--- config.mk ---
export PLATFORM = sky130hd
export DESIGN_NAME = deterministic_miller_rabin_64_unit
export DESIGN_NICKNAME = d
export VERILOG_FILES = /design/src/rtl/core/dmr64_pkg.sv /design/src/rtl/core/deterministic_miller_rabin_64_unit.sv /design/src/rtl/core/dmr64_mulmod.sv
export VERILOG_INCLUDE_DIRS = /design/src /design/src/rtl/core
export SDC_FILE = /design/constraint.sdc
export NUM_CORES = 2
export LEC_CHECK = 0
export BUFFER_PORTS_ARGS = -buffer_cell sky130_fd_sc_hd__buf_2
export CORE_ASPECT_RATIO = 1.5
export CORE_MARGIN = 10
export CORE_UTILIZATION = 50
export CTS_CLUSTER_SIZE = 28
export DETAILED_ROUTE_END_ITERATION = 10
export PLACE_DENSITY = 0.66
export SLEW_MARGIN = 20
export SYNTH_ARGS = -nofsm -noshare
export SYNTH_HDL_FRONTEND = slang
export SYNTH_SLANG_ARGS = --single-unit
--- constraint.sdc ---
create_clock -name clk -period 22.2 [get_ports clk]
set_input_delay 5.55 -clock clk [delete_from_list [all_inputs] [get_ports clk]]
set_output_delay 5.55 -clock clk [all_outputs]
set_load 0.05 [all_outputs]
--- src/rtl/core/deterministic_miller_rabin_64_unit_defines.svh ---
// Assertion macros for the Miller-Rabin unit
`ifndef DETERMINISTIC_MILLER_RABIN_64_UNIT_DEFINES_SVH
`define DETERMINISTIC_MILLER_RABIN_64_UNIT_DEFINES_SVH
`ifndef SYNTHESIS
`define DMR_ASSERT_IMPL(label, clk, rst_n, ante, cons, msg) \
    label: assert property (@(posedge clk) disable iff (!rst_n) (ante) |-> (cons)) \
        else $error(msg);
`define DMR_ASSERT_NEXT(label, clk, rst_n, ante, cons, msg) \
    label: assert property (@(posedge clk) disable iff (!rst_n) (ante) |=> (cons)) \
        else $error(msg);
`else
`define DMR_ASSERT_IMPL(label, clk, rst_n, ante, cons, msg)
`define DMR_ASSERT_NEXT(label, clk, rst_n, ante, cons, msg)
`endif
`endif

--- src/rtl/core/dmr64_pkg.sv ---
`timescale 1ns / 1ps
// ----------------------------------------------------------------------------
// dmr64_pkg
// Shared types and constants of the Miller-Rabin unit.
// ----------------------------------------------------------------------------
package dmr64_pkg;

    localparam int TABLE_SIZE = 12;
    localparam int PRIME_W    = 6;

    typedef logic [PRIME_W-1:0] prime_t;

    function automatic prime_t prime_at(input logic [3:0] idx);
        prime_t p;
        case (idx)
            4'd0:    p = 6'd2;
            4'd1:    p = 6'd3;
            4'd2:    p = 6'd5;
            4'd3:    p = 6'd7;
            4'd4:    p = 6'd11;
            4'd5:    p = 6'd13;
            4'd6:    p = 6'd17;
            4'd7:    p = 6'd19;
            4'd8:    p = 6'd23;
            4'd9:    p = 6'd29;
            4'd10:   p = 6'd31;
            4'd11:   p = 6'd37;
            default: p = 6'd2;
        endcase
        return p;
    endfunction

    // one-hot sequencer states
    typedef enum logic [12:0] {
        ST_IDLE   = 13'b0000000000001,
        ST_TRIAL  = 13'b0000000000010,
        ST_SPLIT  = 13'b0000000000100,
        ST_BASE   = 13'b0000000001000,
        ST_EXPBIT = 13'b0000000010000,
        ST_MULMUL = 13'b0000000100000,
        ST_MULSQ  = 13'b0000001000000,
        ST_CHECK  = 13'b0000010000000,
        ST_CHAIN  = 13'b0000100000000,
        ST_CHMUL  = 13'b0001000000000,
        ST_CHCHK  = 13'b0010000000000,
        ST_DONE   = 13'b0100000000000,
        ST_MODLOOP= 13'b1000000000000
    } state_t;

    // modmul unit control
    typedef struct packed {
        logic start;
        logic busy;
    } mm_ctrl_t;

endpackage

--- src/rtl/core/deterministic_miller_rabin_64_unit.sv ---
`timescale 1ns / 1ps
// ----------------------------------------------------------------------------
// deterministic_miller_rabin_64_unit
// Deterministic Miller-Rabin primality test over a bit-serial mod multiplier.
// ----------------------------------------------------------------------------
// Trial division takes one remainder bit a cycle over the 12 table primes;
// each multiply runs in the shared mod multiplier, and an exponent bit costs
// up to two multiplies.
// One word at a time; a new candidate is taken once the result has left.
// rst_n clears the sequencer and the output valid asynchronously.
module deterministic_miller_rabin_64_unit #(
    parameter int NUM_BITS  = 64,
    parameter int NUM_BASES = 12
) (
    input  logic        clk,
    input  logic        rst_n,
    input  logic        in_valid,
    output logic        in_stall,
    input  logic [63:0] candidate,
    output logic        out_valid,
    input  logic        out_stall,
    output logic        is_prime
);
    import dmr64_pkg::*;

    `include "deterministic_miller_rabin_64_unit_defines.svh"

    localparam int CW    = $clog2(NUM_BITS + 1);
    localparam int NB    = (NUM_BASES > TABLE_SIZE) ? TABLE_SIZE :
                           ((NUM_BASES < 1) ? 1 : NUM_BASES);
    localparam int SW    = $clog2(NUM_BITS);

    state_t              state_reg, state_next;
    logic [NUM_BITS-1:0] n_reg, n_next;
    logic [NUM_BITS-1:0] d_reg, d_next;
    logic [NUM_BITS-1:0] x_reg, x_next;
    logic [NUM_BITS-1:0] sq_reg, sq_next;
    logic [SW-1:0]       s_reg, s_next;
    logic [SW-1:0]       r_reg, r_next;
    logic [3:0]          idx_reg, idx_next;
    logic [CW-1:0]       bit_reg, bit_next;
    logic [PRIME_W-1:0]  rem_reg, rem_next;
    logic                res_reg, res_next;
    logic                ov_reg, ov_next;

    logic                mm_start;
    logic [NUM_BITS-1:0] mm_a, mm_b;
    logic [NUM_BITS-1:0] mm_res;
    mm_ctrl_t            mm_ctrl;

    logic [NUM_BITS-1:0] nm1;
    prime_t              p;
    logic [PRIME_W:0]    rem2;

    assign nm1  = n_reg - 1'b1;
    assign p    = prime_at(idx_reg);
    assign rem2 = {rem_reg, n_reg[bit_reg[SW-1:0]]};

    dmr64_mulmod #(.NUM_BITS(NUM_BITS)) u_mulmod (
        .clk    (clk),
        .rst_n  (rst_n),
        .start  (mm_start),
        .a      (mm_a),
        .b      (mm_b),
        .m      (n_reg),
        .ctrl   (mm_ctrl),
        .result (mm_res)
    );

    always_comb
    begin
        state_next = state_reg;
        n_next     = n_reg;
        d_next     = d_reg;
        x_next     = x_reg;
        sq_next    = sq_reg;
        s_next     = s_reg;
        r_next     = r_reg;
        idx_next   = idx_reg;
        bit_next   = bit_reg;
        rem_next   = rem_reg;
        res_next   = res_reg;
        ov_next    = ov_reg;
        mm_start   = 1'b0;
        mm_a       = x_reg;
        mm_b       = sq_reg;
        if (ov_reg && !out_stall)
            ov_next = 1'b0;
        unique case (state_reg)
            ST_IDLE:
            begin
                if (in_valid && !ov_reg)
                begin
                    n_next     = candidate[NUM_BITS-1:0];
                    idx_next   = '0;
                    bit_next   = CW'(NUM_BITS - 1);
                    rem_next   = '0;
                    state_next = ST_TRIAL;
                end
            end
            ST_TRIAL:
            begin
                // restoring remainder, one dividend bit a cycle
                if (rem2 >= {1'b0, p})
                    rem_next = PRIME_W'(rem2 - {1'b0, p});
                else
                    rem_next = PRIME_W'(rem2);
                if (bit_reg == '0)
                begin
                    bit_next = CW'(NUM_BITS - 1);
                    rem_next = '0;
                    if (n_reg < NUM_BITS'(2))
                    begin
                        res_next   = 1'b0;
                        state_next = ST_DONE;
                    end
                    else if (((rem2 >= {1'b0, p}) ? PRIME_W'(rem2 - {1'b0, p})
                                                 : PRIME_W'(rem2)) == '0)
                    begin
                        res_next   = (n_reg == NUM_BITS'(p));
                        state_next = ST_DONE;
                    end
                    else if (idx_reg == 4'(TABLE_SIZE - 1))
                    begin
                        d_next     = nm1;
                        s_next     = '0;
                        idx_next   = '0;
                        state_next = ST_SPLIT;
                    end
                    else
                        idx_next = idx_reg + 1'b1;
                end
                else
                    bit_next = bit_reg - 1'b1;
            end
            ST_SPLIT:
            begin
                if (d_reg[0])
                    state_next = ST_BASE;
                else
                begin
                    d_next = d_reg >> 1;
                    s_next = s_reg + 1'b1;
                end
            end
            ST_BASE:
            begin
                x_next     = NUM_BITS'(1);
                sq_next    = NUM_BITS'(p);
                bit_next   = '0;
                state_next = ST_EXPBIT;
            end
            ST_EXPBIT:
            begin
                // right-to-left binary exponent, one bit per step
                if (bit_reg == CW'(NUM_BITS) || (d_reg >> bit_reg) == '0)
                    state_next = ST_CHECK;
                else if (d_reg[bit_reg[SW-1:0]])
                begin
                    mm_start   = 1'b1;
                    state_next = ST_MULMUL;
                end
                else
                begin
                    mm_start   = 1'b1;
                    mm_a       = sq_reg;
                    state_next = ST_MULSQ;
                end
            end
            ST_MULMUL:
            begin
                if (!mm_ctrl.busy)
                begin
                    x_next     = mm_res;
                    mm_start   = 1'b1;
                    mm_a       = sq_reg;
                    state_next = ST_MULSQ;
                end
            end
            ST_MULSQ:
            begin
                mm_a = sq_reg;
                if (!mm_ctrl.busy)
                begin
                    sq_next    = mm_res;
                    bit_next   = bit_reg + 1'b1;
                    state_next = ST_EXPBIT;
                end
            end
            ST_CHECK:
            begin
                r_next = SW'(1);
                if (x_reg == NUM_BITS'(1) || x_reg == nm1)
                    state_next = ST_MODLOOP;
                else
                    state_next = ST_CHAIN;
            end
            ST_CHAIN:
            begin
                if (r_reg >= s_reg)
                begin
                    res_next   = 1'b0;
                    state_next = ST_DONE;
                end
                else
                begin
                    mm_start   = 1'b1;
                    mm_b       = x_reg;
                    state_next = ST_CHMUL;
                end
            end
            ST_CHMUL:
            begin
                mm_b = x_reg;
                if (!mm_ctrl.busy)
                begin
                    x_next     = mm_res;
                    state_next = ST_CHCHK;
                end
            end
            ST_CHCHK:
            begin
                r_next = r_reg + 1'b1;
                if (x_reg == nm1)
                    state_next = ST_MODLOOP;
                else
                    state_next = ST_CHAIN;
            end
            ST_MODLOOP:
            begin
                // base passed; advance or finish
                if (idx_reg == 4'(NB - 1))
                begin
                    res_next   = 1'b1;
                    state_next = ST_DONE;
                end
                else
                begin
                    idx_next   = idx_reg + 1'b1;
                    state_next = ST_BASE;
                end
            end
            ST_DONE:
            begin
                if (!ov_reg)
                begin
                    ov_next    = 1'b1;
                    state_next = ST_IDLE;
                end
            end
            default:
                state_next = ST_IDLE;
        endcase
    end

    always_ff @(posedge clk or negedge rst_n)
    begin
        if (!rst_n)
        begin
            state_reg <= ST_IDLE;
            ov_reg    <= 1'b0;
        end
        else
        begin
            state_reg <= state_next;
            ov_reg    <= ov_next;
        end
    end

    always_ff @(posedge clk)
    begin
        n_reg   <= n_next;
        d_reg   <= d_next;
        x_reg   <= x_next;
        sq_reg  <= sq_next;
        s_reg   <= s_next;
        r_reg   <= r_next;
        idx_reg <= idx_next;
        bit_reg <= bit_next;
        rem_reg <= rem_next;
        res_reg <= res_next;
    end

    assign in_stall  = (state_reg != ST_IDLE) || ov_reg;
    assign out_valid = ov_reg;
    assign is_prime  = res_reg;

    `DMR_ASSERT_IMPL(a_no_take_busy, clk, rst_n, state_reg != ST_IDLE, in_stall,
        "input taken while busy")
    `DMR_ASSERT_NEXT(a_take_starts, clk, rst_n, in_valid && !in_stall,
        state_reg == ST_TRIAL, "accepted word did not start trial division")
    `DMR_ASSERT_IMPL(a_mm_idle_start, clk, rst_n, mm_start,
        !mm_ctrl.busy, "multiplier started while busy")
    `DMR_ASSERT_NEXT(a_done_out, clk, rst_n, state_reg == ST_DONE && !ov_reg,
        ov_reg, "result not presented")

endmodule

--- src/rtl/core/dmr64_mulmod.sv ---
`timescale 1ns / 1ps
// ----------------------------------------------------------------------------
// dmr64_mulmod
// Bit-serial modular multiply: one multiplier bit per cycle, MSB first.
// ----------------------------------------------------------------------------
module dmr64_mulmod #(
    parameter int NUM_BITS = 64
) (
    input  logic                 clk,
    input  logic                 rst_n,
    input  logic                 start,
    input  logic [NUM_BITS-1:0]  a,
    input  logic [NUM_BITS-1:0]  b,
    input  logic [NUM_BITS-1:0]  m,
    output dmr64_pkg::mm_ctrl_t  ctrl,
    output logic [NUM_BITS-1:0]  result
);
    import dmr64_pkg::*;

    localparam int CW = $clog2(NUM_BITS + 1);

    logic [NUM_BITS-1:0] acc_reg, acc_next;
    logic [NUM_BITS-1:0] b_reg, b_next;
    logic [CW-1:0]       cnt_reg, cnt_next;
    logic                busy_reg, busy_next;
    logic [NUM_BITS-1:0] dbl, room1, room2;

    always_comb
    begin
        // acc + acc mod m, then + a mod m when the multiplier bit is set
        room1 = m - acc_reg;
        dbl   = (acc_reg >= room1) ? (acc_reg - room1) : (acc_reg + acc_reg);
        room2 = m - a;
        acc_next  = acc_reg;
        b_next    = b_reg;
        cnt_next  = cnt_reg;
        busy_next = busy_reg;
        if (start)
        begin
            acc_next  = '0;
            b_next    = b;
            cnt_next  = CW'(NUM_BITS);
            busy_next = 1'b1;
        end
        else if (busy_reg)
        begin
            if (b_reg[NUM_BITS-1])
                acc_next = (dbl >= room2) ? (dbl - room2) : (dbl + a);
            else
                acc_next = dbl;
            b_next   = {b_reg[NUM_BITS-2:0], 1'b0};
            cnt_next = cnt_reg - 1'b1;
            if (cnt_reg == CW'(1))
                busy_next = 1'b0;
        end
    end

    always_ff @(posedge clk or negedge rst_n)
    begin
        if (!rst_n)
        begin
            busy_reg <= 1'b0;
            cnt_reg  <= '0;
        end
        else
        begin
            busy_reg <= busy_next;
            cnt_reg  <= cnt_next;
        end
    end

    always_ff @(posedge clk)
    begin
        acc_reg <= acc_next;
        b_reg   <= b_next;
    end

    assign ctrl.start = start;
    assign ctrl.busy  = busy_reg;
    assign result     = acc_reg;

endmodule
Yosys cells after proc, flatten, opt, wreduce, memory -nomap -nowiden
Memories as Yosys holds them, arrays and structs flattened. A register that Yosys moved wholly into a read port is not among the register bits.
Index checks and enable logic that the tools add are counted.
{"block": "totals", "in_bits": 68, "rom_bits": 96, "n_memories": 1, "register_bits": 436}
{"block": "op_classes", "n_eq_ne": 37, "n_reduce_logical": 30, "n_lt_le_gt_ge": 6, "n_mux": 82, "n_shift": 1, "addsub": 14}
{"memory": "(name not given)", "depth": 16, "width": 6, "rd": 1, "rd_ports_with_merged_regs": 1, "write_ports": 0, "line": "dmr64_pkg.sv:15", "text": "case (idx)"}
{"cell": "$mux 64", "count": 15}
{"cell": "$pmux 64 s2", "count": 4}
{"cell": "$sub 64x64->64", "count": 4}
{"cell": "$pmux 64 s3", "count": 1}
{"cell": "$pmux 13 s13", "count": 1}
{"cell": "$mux 13", "count": 12}
{"cell": "$add 64x64->64", "count": 2}
{"cell": "$ge 64x64->1", "count": 2}
{"cell": "$eq 64x1->1 const B", "count": 1}
{"cell": "$eq 64x6->1", "count": 1}
{"cell": "$eq 64x64->1", "count": 1}
{"cell": "$logic_not 64->1", "count": 1}
{"cell": "$lt 64x2->1 const B", "count": 1}
{"cell": "$shr 64x7->64", "count": 1}
{"cell": "$sub 64x1->64 const B", "count": 1}
{"cell": "$mux 6", "count": 8}
{"cell": "$mux 7", "count": 6}
{"cell": "$pmux 6 s2", "count": 3}
{"cell": "$ne 2x2->1 const B", "count": 15}
{"cell": "$mux 4", "count": 7}
{"cell": "$pmux 7 s4", "count": 1}
{"cell": "$mux 12", "count": 2}
{"cell": "$mux 1", "count": 16}
{"cell": "$sub 7x1->7 const B", "count": 2}
{"cell": "44 further kinds", "count": 62}

Depth between registers and ports, before layout
{"block": "logic_depth", "word_depth": 10, "mapped_depth": 67, "ltp_nobuf": 61}

Hierarchy
Synthesis repeated with hierarchy kept, for this count alone.
{"block": "unflattened", "cells_unflattened": 5470, "hier_area_um2": 46752.3}
{"module": "dmr64_mulmod", "cells_per_inst": 3385, "area_each_um2": 25256.7, "seq_area_each_um2": 3403.3, "instances": 1}
{"module": "deterministic_miller_rabin_64_unit", "cells_per_inst": 2085, "area_each_um2": 21495.6, "seq_area_each_um2": 9059.9, "instances": 1}

Least setup slack after synthesis
Ideal clock, no wire load.
{"block": "synth_timing", "path_type": "register -> register", "start": "register n_reg[0]", "end": "register u_mulmod.acc_reg[50] (netlist: u_mulmod.result[50])", "required_time_ns": 21.974, "synth_period_minus_slack_ns": 12.864, "setup_ns": 0.226, "t_arrival_ns": 12.638, "path_stages_with_launch": 67, "path_slack_ns": 9.336, "cell_sequence": "edfxtp_1 -> clkbuf_1 -> inv_1 -> ha_1 -> nor2b_1 -> o21ai_0 -> a21oi_1 -> o21ai_0 -> a21oi_1 -> o21ai_0 -> a21oi_1 -> o21ai_0 -> a21oi_1 -> o21ai_0 -> a311oi_1 -> o2111a_1 -> o31a_1 -> o211ai_1 -> [31 not listed] -> o21a_1 -> o211ai_1 -> a21oi_1 -> o211ai_1 -> a21boi_0 -> o21a_1 -> o211ai_1 -> a211oi_1 -> o31ai_1 -> o2111ai_1 -> nand4_1 -> nand2_1 -> clkbuf_1 -> clkbuf_1 -> clkbuf_1 -> nor2_1 -> a211oi_1 -> o22ai_1"}
{"block": "synth_via", "elab_chain_len": 6}
{"element": "start, declared", "line": "deterministic_miller_rabin_64_unit.sv:34", "text": "logic [NUM_BITS-1:0] n_reg, n_next;"}
{"element": "start signal, assigned", "line": "deterministic_miller_rabin_64_unit.sv:272", "text": "n_reg <= n_next;"}
{"element": "$sub 64x64->64", "line": "dmr64_mulmod.sv:31", "text": "room1 = m - acc_reg;"}
{"element": "$sub 64x64->64 or $ge 64x64->1 (tied branches)", "line": "dmr64_mulmod.sv:32", "text": "dbl = (acc_reg >= room1) ? (acc_reg - room1) : (acc_reg + acc_reg);"}
{"element": "$mux 64", "line": "dmr64_mulmod.sv:32"}
{"element": "$add 64x64->64, or another cell as far along", "line": "dmr64_mulmod.sv:48", "text": "acc_next = (dbl >= room2) ? (dbl - room2) : (dbl + a);"}
{"element": "$mux 64", "line": "dmr64_mulmod.sv:48"}
{"element": "$mux 64 *", "line": "dmr64_mulmod.sv:47", "text": "if (b_reg[NUM_BITS-1])"}
{"element": "end signal, assigned", "line": "dmr64_mulmod.sv:74", "text": "acc_reg <= acc_next;"}
{"element": "end, declared", "line": "dmr64_mulmod.sv:22", "text": "logic [NUM_BITS-1:0] acc_reg, acc_next;"}
Mark *: on every way between the ends. The rest lies on a longest branch, timed or not.
A chain may end at the register's enable or synchronous reset.

Worst setup path after layout
{"block": "layout_timing", "start": "register n_reg[0]", "end": "register u_mulmod.acc_reg[5] (netlist: u_mulmod.result[5])"}
The elaborated chain is that of the path after synthesis.

==> flow_summary.ini <==
[sta]
clock_skew_ps = 40.1
setup_violations = 0
min_period_ps = 16710
relSlewSlack = 0.184
rsz0062_at_grt = no
tightest_slew_ps = 1220
hold_viol = 0
fin_tns_setup_ps = 0
fin_ws_ps = 5490
period_share = 0.753
final-max-slew-violation-count = 0
fmax_ghz = 0.0598

[final_layout]
final.fill_count = 8496
final_nets = 5626
syn_to_final_growth_pct = 6.51
drive_above_1_share = 0.0846
instances_no_fill = 6431

[cts]
cts_hold_buffers = 0
worst_skew_pair.late_latency_ps = 660
cts_tree = done
clk_pin_slew_ps = 70
htree_levels = 2
cts.repair.resized = 0
ctsRootBufferMaster = clkbuf_16
clk_path_buf_depth = 3
cts_sinks = 442
post-cts-setup-buffers = 0
cts_buffers = 50

[power]
total_power_uw = 4030
peakVddDrop_mv = 0.0728
power_density_nw_per_um2 = 84.2
leakagePower_uw = 0.0191

[floorplanning]
initial_utilization = 0.504
rows = 134
core-area_um2 = 89200
ios = 71
die_area_um2 = 103000
die_h_um = 387
die_w_um = 265

[logic_synthesis]
ys_ff_latch = 442
synth_cells = 5308
synth_fp_nets = 5699
synth.distinct_cells = 103
synth_area_leaders = edfxtp_1 23%, ha_1 8.8%, a21oi_1 5.0%
async_reset_ff_frac = 0.0498
yosys_warnings = 0
synth_seq_area_share = 0.277
synth_top_area_share = 0.234
synth_edf_count = 350
avgSynthCellArea_um2 = 8.48
synth_ff_type = edfxtp_1
synth_top_area_cell = edfxtp_1
syn-cell-area_um2 = 45000

[place]
dp_slack_ps = 5990
dpl.cell_count = 6339
post-dp-hpwl_mm = 136
gp_congestion = 1.06
numPortBuffers = 70

[run_status]
run_status = complete, no violations

[grt]
grt_usage = 0.328
grt_pass1_vias = 41400
grt_start_max_net_pins = 139
grt_pass1_wl_mm = 258
antenna_found_initial = 3
gr-total-overflow = 0

[routing]
wirelength_mm = 176
post-route-drc-count = 0
via_per_inst = 6.67
drtAntennaViolNets = 0
drtPass1Iterations = 7
wire_per_inst_um = 27.3
drt_iter0_drc = 4022
vias = 42900

[hold_path]
hold_class = reg -> reg

[critical_path]
crit_required_ps = 22780
crit_path_frequent_cell = o21ai_0
crit_path_end_kind = register
worst-setup-path-type = reg -> reg
startpoint_type = register
slowest_delay_ps = 810
cp.arrival_ps = 17290
critPathSlowestCell = nand4_1
cp_max_fo = 38

[job]
max_cap_viol_count = 0
==> per-stage QoR <==
step	hold WS [ps]	utilization	cell area, um2
after floorplan	458	-	45000
after detailed placement	479	0.519	46300
after global routing	524	0.537	47900
after global placement	476	0.518	46200
after CTS	489	0.537	47900
final	494	0.537	47900
==> kinds of logic (layout without fill, tap and decap cells) <==
kind of cell,after synthesis,count (layout),share of synthesized area
simple gates,1704,1704,0.184
compound gates,1563,1563,0.224
buf+inv,551,517,0.0488
flops,442,442,0.277
xor+xnor,427,427,0.0834
fa+ha+maj,343,343,0.0953
mux,278,278,0.0868
other cells,0,1,0
==> worst max-delay path: cells and delay by family (launching register included) <==
| kind | cells | cell delay, ps |
|---|---|---|
| DFF | 1 | 550 |
| xor gates and xnor gates | 1 | 160 |
| and+or+nand+nor | 13 | 4630 |
| AOI/OAI and AO/OA | 34 | 7930 |
| adders and majority gates | 5 | 1450 |
| buffers and inverters | 6 | 1760 |
==> cells in the mapped netlist (20+ instances only) <==
cell type,number
a2111oi_0,20
a211oi_1,71
a21boi_0,20
a21o_1,183
a21oi_1,448
a311oi_1,20
a31oi_1,42
and2_1,29
and3_1,46
buf_1,26
buf_2,22
clkbuf_1,194
dfrtp_1,21
dfxtp_1,70
edfxtp_1,350
ha_1,317
inv_1,288
mux2_2,74
mux2i_1,120
mux4_2,82
nand2_1,379
nand2b_1,70
nand3_1,107
nand3b_1,74
nand4_1,60
nor2_1,539
nor2b_1,76
nor3_1,129
nor3b_1,20
nor4_1,64
o211ai_1,59
o21a_1,42
o21ai_0,338
o21bai_1,48
o22ai_1,28
o31ai_1,35
or2_2,26
or3_1,36
xnor2_1,243
xor2_1,183
==> placed cells by master, fill, tap and decap left out, types with 48 or more instances in the layout <==
cell type and instances:
nand2b_1 70, ha_1 317, nor2b_1 75, o21ai_0 335
mux2_2 74, nor3_1 129, o211ai_1 59, a21oi_1 447
nor4_1 63, buf_2 70, a211oi_1 70, clkbuf_16 50
nand3b_1 74, mux4_2 82, edfxtp_1 350, nand4_1 60
dfxtp_1 70, nand2_1 376, nor2_1 539, buf_4 62
nand3_1 107, o21bai_1 48, xor2_1 183, xnor2_1 243
inv_1 286, mux2i_1 119, a21o_1 183
==> per-layer routing <==
| layer | vias up | share of wire | GRT usage | wire length [um] |
|---|---|---|---|---|
| li1 | 19500 | - | - | - |
| met1 | 20700 | 0.36 | 0.368 | 63100 |
| met2 | 2068 | 0.49 | 0.566 | 85200 |
| met3 | 593 | 0.078 | 0.0509 | 13700 |
| met4 | 6 | 0.077 | 0.223 | 13500 |
| met5 | - | 0.00024 | 0 | 42 |
==> final timing paths <==
kind                       slack (ps)                start                  end  cells past startpoint
max in group asynchronous       16940                rst_n    u_mulmod.busy_reg                      1
min in group asynchronous        4870                rst_n            out_valid                      1
hold / removal                    490  u_mulmod.result[34]  u_mulmod.result[34]                      2
setup / recovery                 5490             n_reg[0]   u_mulmod.result[5]                     59
hold reg to reg                   490  u_mulmod.result[34]  u_mulmod.result[34]                      2
setup reg to reg                 5490             n_reg[0]   u_mulmod.result[5]                     59
==> power by group <==
| group | switching, uW | leakage [uW] | internal (uW) |
|---|---|---|---|
| Combinational | 1290 | 0.0145 | 822 |
| Clock | 390 | 0.000791 | 466 |
| Sequential | 112 | 0.00382 | 955 |
| Total | 1790 | 0.0191 | 2240 |
==> area by class of cell <==
class / instances / area, um2 / area share
well taps: 1156 / 1450 / 0.0302
clock buffers: 55 / 1270 / 0.0265
repair buffers: 133 / 836 / 0.0174
multi-input cells: 4315 / 30400 / 0.635
diodes: 1 / 2.50 / 0.0000522
flip-flops and latches: 442 / 12500 / 0.260
inverters: 293 / 1100 / 0.0230
clock inverters: 36 / 359 / 0.00749
No activity file was read; power rests on OpenSTA's default activity.
